==> src/rtl/circular_deque_macros.svh <==
// assertion macros shared by the circular deque modules
// expects clk and rst_n in the scope of each use
`ifndef CIRCULAR_DEQUE_MACROS_SVH
`define CIRCULAR_DEQUE_MACROS_SVH

// same-cycle implication
`define CDQ_ASSERT_IMPL(lbl, ante, cons) \
    lbl: assert property (@(posedge clk) disable iff (!rst_n) (ante) |-> (cons)) \
        else $error("circular_deque check failed");

// next-cycle implication
`define CDQ_ASSERT_NEXT(lbl, ante, cons) \
    lbl: assert property (@(posedge clk) disable iff (!rst_n) (ante) |=> (cons)) \
        else $error("circular_deque check failed");

`endif

==> src/rtl/cdq_pkg.sv <==
// package for the circular deque: sizes, request and status codes,
// and the update struct passed from the control to the top level
package cdq_pkg;

    localparam int DEPTH      = 16;
    localparam int DATA_WIDTH = 32;
    localparam int ADDR_W     = $clog2(DEPTH);
    localparam int CNT_W      = $clog2(DEPTH + 1);
    localparam int REQ_W      = 3;
    localparam int STATUS_W   = 2;

    typedef enum logic [REQ_W-1:0] {
        REQ_PUSH_FRONT = 3'd0,
        REQ_PUSH_BACK  = 3'd1,
        REQ_POP_FRONT  = 3'd2,
        REQ_POP_BACK   = 3'd3,
        REQ_REPORT     = 3'd4
    } cdq_req_t;

    typedef enum logic [STATUS_W-1:0] {
        ST_DONE  = 2'd0,
        ST_FULL  = 2'd1,
        ST_EMPTY = 2'd2
    } cdq_status_t;

    typedef struct packed {
        logic              valid;
        logic              wr_en;
        logic [ADDR_W-1:0] wr_addr;
        logic [ADDR_W-1:0] front_addr;
        logic [ADDR_W-1:0] back_addr;
        cdq_status_t       status;
        logic [CNT_W-1:0]  count;
        logic              full;
    } cdq_upd_t;

    // capacity write: zero reads as one, anything above the depth as the depth
    function automatic logic [CNT_W-1:0] limit_cap(input logic [CNT_W-1:0] v);
        logic [CNT_W-1:0] r;
        if (v == '0)
        begin
            r = CNT_W'(1);
        end
        else if (v > CNT_W'(DEPTH))
        begin
            r = CNT_W'(DEPTH);
        end
        else
        begin
            r = v;
        end
        return r;
    endfunction

endpackage

==> src/rtl/cdq_ctrl.sv <==
// head, count and capacity registers of the circular deque and the
// per-request index step; depends on cdq_pkg and circular_deque_macros.svh
`include "circular_deque_macros.svh"

module cdq_ctrl
    import cdq_pkg::*;
(
    input  logic             clk,
    input  logic             rst_n,
    input  logic             accept,
    input  logic [REQ_W-1:0] req_type,
    input  logic             cfg_we,
    input  logic [CNT_W-1:0] cfg_cap,
    output cdq_upd_t         upd
);

    logic [ADDR_W-1:0] head_reg;
    logic [ADDR_W-1:0] head_next;
    logic [CNT_W-1:0]  count_reg;
    logic [CNT_W-1:0]  count_next;
    logic [CNT_W-1:0]  cap_reg;

    logic              full;
    logic              empty;
    logic [ADDR_W-1:0] head_dec;
    logic [ADDR_W-1:0] head_inc;
    logic [CNT_W-1:0]  tail_sum;
    logic [ADDR_W-1:0] tail_pos;
    logic [CNT_W-1:0]  back_sum;
    logic [ADDR_W-1:0] back_pos;
    logic              wr_en;
    logic [ADDR_W-1:0] wr_addr;
    cdq_status_t       status;
    logic              refused_push;

    always_comb
    begin
        full  = count_reg >= cap_reg;
        empty = count_reg == '0;

        // neighbors of the head inside the active ring
        head_dec = (head_reg == '0) ? ADDR_W'(cap_reg - CNT_W'(1))
                                    : ADDR_W'(head_reg - ADDR_W'(1));
        head_inc = ((CNT_W'(head_reg) + CNT_W'(1)) == cap_reg) ? '0
                                    : ADDR_W'(head_reg + ADDR_W'(1));
        // slot just past the back
        tail_sum = CNT_W'(head_reg) + count_reg;
        tail_pos = (tail_sum >= cap_reg) ? ADDR_W'(tail_sum - cap_reg)
                                         : ADDR_W'(tail_sum);

        head_next  = head_reg;
        count_next = count_reg;
        wr_en      = 1'b0;
        wr_addr    = tail_pos;
        status     = ST_DONE;

        case (req_type)
            REQ_PUSH_FRONT:
            begin
                if (full)
                begin
                    status = ST_FULL;
                end
                else
                begin
                    head_next  = head_dec;
                    wr_en      = 1'b1;
                    wr_addr    = head_dec;
                    count_next = count_reg + CNT_W'(1);
                end
            end
            REQ_PUSH_BACK:
            begin
                if (full)
                begin
                    status = ST_FULL;
                end
                else
                begin
                    wr_en      = 1'b1;
                    wr_addr    = tail_pos;
                    count_next = count_reg + CNT_W'(1);
                end
            end
            REQ_POP_FRONT:
            begin
                if (empty)
                begin
                    status = ST_EMPTY;
                end
                else
                begin
                    head_next  = head_inc;
                    count_next = count_reg - CNT_W'(1);
                end
            end
            REQ_POP_BACK:
            begin
                if (empty)
                begin
                    status = ST_EMPTY;
                end
                else
                begin
                    count_next = count_reg - CNT_W'(1);
                end
            end
            default:
            begin
                status = ST_DONE;
            end
        endcase

        // back after the request, don't care when empty
        back_sum = CNT_W'(head_next) + count_next - CNT_W'(1);
        back_pos = (back_sum >= cap_reg) ? ADDR_W'(back_sum - cap_reg)
                                         : ADDR_W'(back_sum);

        upd.valid      = accept;
        upd.wr_en      = accept & wr_en;
        upd.wr_addr    = wr_addr;
        upd.front_addr = head_next;
        upd.back_addr  = back_pos;
        upd.status     = status;
        upd.count      = count_next;
        upd.full       = count_next >= cap_reg;
    end

    // accepted push turned away because the ring is full
    assign refused_push = accept && !cfg_we && (status == ST_FULL);

    always_ff @(posedge clk or negedge rst_n)
    begin
        if (!rst_n)
        begin
            head_reg  <= '0;
            count_reg <= '0;
            cap_reg   <= limit_cap(CNT_W'(16));
        end
        else if (cfg_we)
        begin
            head_reg  <= '0;
            count_reg <= '0;
            cap_reg   <= limit_cap(cfg_cap);
        end
        else if (accept)
        begin
            head_reg  <= head_next;
            count_reg <= count_next;
        end
    end

    `CDQ_ASSERT_IMPL(a_count_in_cap, 1'b1, count_reg <= cap_reg)
    `CDQ_ASSERT_IMPL(a_head_in_ring, 1'b1, CNT_W'(head_reg) < cap_reg)
    `CDQ_ASSERT_NEXT(a_refused_push_holds, refused_push, $stable(count_reg) && $stable(head_reg))

endmodule

==> src/rtl/cdq_store.sv <==
// ring store of the circular deque: one write port, two registered reads
// with write-through bypass; depends on cdq_pkg
module cdq_store
    import cdq_pkg::*;
(
    input  logic                  clk,
    input  logic                  wr_en,
    input  logic [ADDR_W-1:0]     wr_addr,
    input  logic [DATA_WIDTH-1:0] wr_data,
    input  logic [ADDR_W-1:0]     front_addr,
    input  logic [ADDR_W-1:0]     back_addr,
    output logic [DATA_WIDTH-1:0] front_data,
    output logic [DATA_WIDTH-1:0] back_data
);

    logic [DATA_WIDTH-1:0] mem [DEPTH];
    logic [DATA_WIDTH-1:0] front_raw_reg;
    logic [DATA_WIDTH-1:0] back_raw_reg;
    logic [DATA_WIDTH-1:0] wr_data_reg;
    logic                  front_byp_reg;
    logic                  back_byp_reg;

    always_ff @(posedge clk)
    begin
        if (wr_en)
        begin
            mem[wr_addr] <= wr_data;
        end
    end

    // reads see the old contents; a same-cycle write wins through the bypass
    always_ff @(posedge clk)
    begin
        front_raw_reg <= mem[front_addr];
        back_raw_reg  <= mem[back_addr];
        wr_data_reg   <= wr_data;
        front_byp_reg <= wr_en && (wr_addr == front_addr);
        back_byp_reg  <= wr_en && (wr_addr == back_addr);
    end

    assign front_data = front_byp_reg ? wr_data_reg : front_raw_reg;
    assign back_data  = back_byp_reg  ? wr_data_reg : back_raw_reg;

endmodule

==> src/rtl/circular_deque.sv <==
// top level of the circular deque: request port, capacity write port,
// result register; depends on cdq_pkg, cdq_ctrl, cdq_store, macros header
//
//  channel   handshake             payload
//  request   start, busy           req_type, value
//  capacity  cfg_valid, cfg_ready  active_capacity
//  result    done (strobe)         status, front_value, back_value, count,
//                                  is_empty, is_full
//
// one request per cycle; busy stays low, so start alone accepts
// a result strobes after its request: the store read port and request stage
// register first, then the result register loads
// reset empties the deque and sets the capacity to the full depth;
// the store itself is not cleared
// a capacity write empties the deque; results cannot be held off
`include "circular_deque_macros.svh"

module circular_deque
    import cdq_pkg::*;
(
    input  logic                         clk,
    input  logic                         rst_n,
    input  logic                         start,
    output logic                         busy,
    input  logic [REQ_W-1:0]             req_type,
    input  logic signed [DATA_WIDTH-1:0] value,
    input  logic                         cfg_valid,
    output logic                         cfg_ready,
    input  logic [CNT_W-1:0]             active_capacity,
    output logic                         done,
    output logic [STATUS_W-1:0]          status,
    output logic signed [DATA_WIDTH-1:0] front_value,
    output logic signed [DATA_WIDTH-1:0] back_value,
    output logic [CNT_W-1:0]             count,
    output logic                         is_empty,
    output logic                         is_full
);

    cdq_upd_t upd;
    logic     accept;
    logic     cfg_we;

    logic [DATA_WIDTH-1:0] front_data;
    logic [DATA_WIDTH-1:0] back_data;

    // request stage: state updated, store read in flight
    logic              a_valid_reg;
    cdq_status_t       a_status_reg;
    logic [CNT_W-1:0]  a_count_reg;
    logic              a_full_reg;

    // result register
    logic                  done_reg;
    cdq_status_t           status_reg;
    logic [DATA_WIDTH-1:0] front_reg;
    logic [DATA_WIDTH-1:0] back_reg;
    logic [CNT_W-1:0]      count_reg;
    logic                  empty_reg;
    logic                  full_reg;

    assign busy      = 1'b0;
    assign cfg_ready = 1'b1;
    assign accept    = start & ~busy;
    assign cfg_we    = cfg_valid & cfg_ready;

    cdq_ctrl u_ctrl (
        .clk      (clk),
        .rst_n    (rst_n),
        .accept   (accept),
        .req_type (req_type),
        .cfg_we   (cfg_we),
        .cfg_cap  (active_capacity),
        .upd      (upd)
    );

    cdq_store u_store (
        .clk        (clk),
        .wr_en      (upd.wr_en),
        .wr_addr    (upd.wr_addr),
        .wr_data    (value),
        .front_addr (upd.front_addr),
        .back_addr  (upd.back_addr),
        .front_data (front_data),
        .back_data  (back_data)
    );

    // request stage control
    always_ff @(posedge clk or negedge rst_n)
    begin
        if (!rst_n)
        begin
            a_valid_reg <= 1'b0;
        end
        else
        begin
            a_valid_reg <= upd.valid;
        end
    end

    // request stage payload
    always_ff @(posedge clk)
    begin
        if (upd.valid)
        begin
            a_status_reg <= upd.status;
            a_count_reg  <= upd.count;
            a_full_reg   <= upd.full;
        end
    end

    always_ff @(posedge clk or negedge rst_n)
    begin
        if (!rst_n)
        begin
            done_reg <= 1'b0;
        end
        else
        begin
            done_reg <= a_valid_reg;
        end
    end

    // empty deque reports zero at both ends
    always_ff @(posedge clk)
    begin
        if (a_valid_reg)
        begin
            status_reg <= a_status_reg;
            count_reg  <= a_count_reg;
            empty_reg  <= a_count_reg == '0;
            full_reg   <= a_full_reg;
            front_reg  <= (a_count_reg == '0) ? '0 : front_data;
            back_reg   <= (a_count_reg == '0) ? '0 : back_data;
        end
    end

    assign done        = done_reg;
    assign status      = status_reg;
    assign front_value = front_reg;
    assign back_value  = back_reg;
    assign count       = count_reg;
    assign is_empty    = empty_reg;
    assign is_full     = full_reg;

    `CDQ_ASSERT_NEXT(a_two_cycle_result, a_valid_reg, done)
    `CDQ_ASSERT_IMPL(a_empty_flag, done, is_empty == (count == '0))
    `CDQ_ASSERT_IMPL(a_empty_ends_zero, done && is_empty, front_value == '0 && back_value == '0)

endmodule
==> config.mk <==
export PLATFORM = sky130hd
export DESIGN_NAME = circular_deque
export DESIGN_NICKNAME = d
export VERILOG_FILES = /design/src/rtl/cdq_pkg.sv /design/src/rtl/cdq_ctrl.sv /design/src/rtl/cdq_store.sv /design/src/rtl/circular_deque.sv
export VERILOG_INCLUDE_DIRS = /design/src /design/src/rtl
export SDC_FILE = /design/constraint.sdc
export NUM_CORES = 1
export LEC_CHECK = 0
export ABC_AREA = 1
export CAP_MARGIN = 20
export CORE_MARGIN = 2
export CORE_UTILIZATION = 55
export DETAILED_ROUTE_END_ITERATION = 8
export DONT_BUFFER_PORTS = 1
export MAX_ROUTING_LAYER = met4
export PLACE_DENSITY_LB_ADDON = 0.08
export SLEW_MARGIN = 40
export SYNTH_ARGS = -nofsm -noshare
export SYNTH_HDL_FRONTEND = slang
export SYNTH_SLANG_ARGS = --single-unit
export TNS_END_PERCENT = 10
==> constraint.sdc <==
create_clock -name clk -period 5.6 [get_ports clk]
set_clock_uncertainty 0.1 [all_clocks]
set_input_delay 1.12 -clock clk [delete_from_list [all_inputs] [get_ports clk]]
set_output_delay 1.12 -clock clk [all_outputs]
set_load 0.02 [all_outputs]
==> flow_summary.json <==
{
  "outcome": "finished clean",
  "largest_reg_flops": 512,
  "fin_cells": 4616,
  "ys_ff_latch": 707,
  "drive_gt1_share_pct": 8.924,
  "ys_async_sr_fraction_pct": 2.263,
  "hold_path.class": "input port to asynchronous set/reset pin",
  "gp_congestion": 0.9195,
  "ys_types": 41,
  "fmax_mhz": 189.1,
  "io_pins": 120,
  "path_common_cell": "ha_1",
  "mostFrequentLayoutCell": "nand3_1",
  "clock_sinks": 707,
  "grt_antenna_before_repair": 3,
  "cts.path.max_buffers": 3,
  "synth_edf_count": 593,
  "hold_viol": 0,
  "first_pass_iters": 6,
  "final-setup-viol-count": 0,
  "root_buffer": "clkbuf_16",
  "grt_use_total_pct": 33.10,
  "p_leak_nw": 16.61,
  "critical_path_arrival_ps": 5710,
  "rr_worst_depth": 28,
  "crit_cells": 28,
  "startpoint_type": "register",
  "cts_buffers": 77,
  "wl_per_cell_um": 23.59,
  "yosysWarningCount": 0,
  "start_util_pct": 55.68,
  "path_class": "register to register",
  "first_global_vias": 26973,
  "syn-cell-area_um2": 35190,
  "clock_latency_ps": 620,
  "crit_slowest_cell": "dfstp_2",
  "crit_family": "adder cells",
  "cp_slowest_stage_delay_ps": 530,
  "cp.required_ps": 6020,
  "worst-path-buf-inv": 7,
  "worst_slew_pin_slew_ps": 1045,
  "cap_viol_max_count": 0,
  "grt_max_degree": 183,
  "grt-ovfl-total": 0,
  "drc": 0,
  "p_per_area_nw_per_um2": 598.8,
  "cts_tree": "yes",
  "wl_met1_um": 43710,
  "post-dp-hpwl_um": 59280,
  "grt_pass1_wl_um": 160900,
  "syn-num-nets": 3841,
  "ant_nets": 0,
  "areaGrowthSynthToFinish_pct": 11.11,
  "vias_per_cell": 6.096,
  "num_rows": 92,
  "placement.io_buffers": 0,
  "fp.dieW_um": 256.9,
  "syn_inst": 3757,
  "ys_seq_area_share_pct": 57.32,
  "pre_cts_slack_ps": 27.73,
  "drv_slew": 0,
  "cts.clk_slew.worst_paths_ps": 60,
  "cp-end-kind": "register",
  "vias": 28137,
  "dr.max_layer_used": "met4",
  "die_y_um": 256.9,
  "core-area_um2": 63200,
  "wl_met2_um": 48780,
  "fin_crit_ps": 5287,
  "setup_slack_ps": 312.5,
  "timing.final.crit_share_pct": 94.42,
  "ir_drop_v": 0.0006294,
  "die-area_um2": 66020,
  "ctsHoldBuffers": 0,
  "dp.cells": 4456,
  "drt_wl_total_um": 108900,
  "largest-register": "u_store.mem",
  "htree_levels": 3,
  "nets": 3785,
  "syn_area_per_cell_um2": 9.366,
  "drt_iter0_drc": 3641,
  "synth_ff_type": "edfxtp_1",
  "path_max_fanout": 58,
  "final_cell_mix": "931 x nand3_1, 712 x nand2_1, 642 x inv_1, 593 x edfxtp_1, 260 x o211ai_1",
  "maxSlewHeadroom_pct": 30.32,
  "wl_met3_um": 12060
}
[stage by stage]
step	util [%]	instance area [um2]	hold WS (ps)	total power, mW	TNS, ps
global route	61.85	39090	69.11	24.54	-29.07
CTS	61.39	38800	72.86	22.69	0
global placement	57.54	36360	306.6	17.63	0
detailed placement	57.59	36390	305.4	17.83	0
finish	61.87	39100	98.84	23.41	0
floorplan	-	35190	300.3	14.03	0
[timing repair]
item,CTS,global route
hold endpoints to repair,0,0
gates resized for setup,0,12
buffers inserted,0,5
endpoints found under the setup margin,0,33
[worst reg2reg max path, delay by kind of cell, from the launching register on]
family	cells	cell delay, ps
adders and majority gates	5	1550
AOI/OAI and AO/OA	7	1200
and+or+nand+nor	9	950
buffers and inverters	7	910
DFF	1	530
[Yosys cell counts (3+ instances only)]
library cell	count	area, um2
o21ai_0	10	50.05
xnor2_1	9	78.83
nand4_1	15	93.84
nor2_2	3	18.77
buf_2	148	740.7
nor2_1	29	108.9
buf_4	19	142.6
dfxtp_1	98	1962
clkbuf_1	58	217.7
edfxtp_1	593	17810
nand2_1	713	2676
fa_1	4	80.08
nand3_1	932	4664
nor3_1	3	15.01
o22ai_1	12	75.07
ha_1	36	450.4
inv_1	646	2425
o211ai_1	260	1952
a31oi_1	5	31.28
inv_2	7	26.28
nand2_2	3	18.77
o21ai_1	8	40.04
dfrtp_1	15	375.4
xor2_1	9	78.83
a21o_1	3	22.52
mux2_2	64	720.7
a21oi_1	13	65.06
buf_1	25	93.84
[kinds of logic (layout without fill, tap and decap cells)]
kind of cell,after synthesis,in the layout,synth area share [%]
muxes,64,64,2.048
and+or+nand+nor,1704,1704,21.75
xor gates and xnor gates,18,18,0.4481
buffers and inverters,906,914,10.44
other,2,7,0.02134
AOI/OAI and AO/OA,316,316,6.468
DFF,707,707,57.32
adders and majority gates,40,40,1.508
[layout make-up]
type / count / area (um2)
clock buffers: 116 / 2228
inverters: 654 / 2461
fillers: 5056 / 24100
well taps: 846 / 1059
diodes: 5 / 12.51
repair buffers: 117 / 1420
multi-input cells: 2144 / 11560
flip-flops and latches: 707 / 20180
clock inverters: 27 / 175.2
[power breakdown]
group,total (mW),internal (mW),switching (mW),leakage [nW]
sequential,6.62,6.28,0.338,6.44
clock,4.87,2.80,2.07,1.18
combinational,11.9,4.13,7.79,8.98
total,23.4,13.2,10.2,16.6
[routing by layer]
layer,global-route usage [%],vias up
li1,-,12657
met1,42.90,13426
met2,50.20,1718
met3,7.742,336
met4,14.00,0
met5,-,-
[path summary, 6_finish.rpt]
check                                  start                        to  slack [ps]
setup / recovery           u_ctrl.cap_reg[4]  u_store.back_raw_reg[23]         310
hold / removal                         rst_n       u_ctrl.count_reg[4]         100
setup reg to reg           u_ctrl.cap_reg[4]  u_store.back_raw_reg[23]         310
hold reg to reg              a_status_reg[1]                 status[1]         320
max in group asynchronous              rst_n         u_ctrl.cap_reg[4]        5130
min in group clk             a_status_reg[1]                 status[1]         320
(Power assumes the default switching activity.)
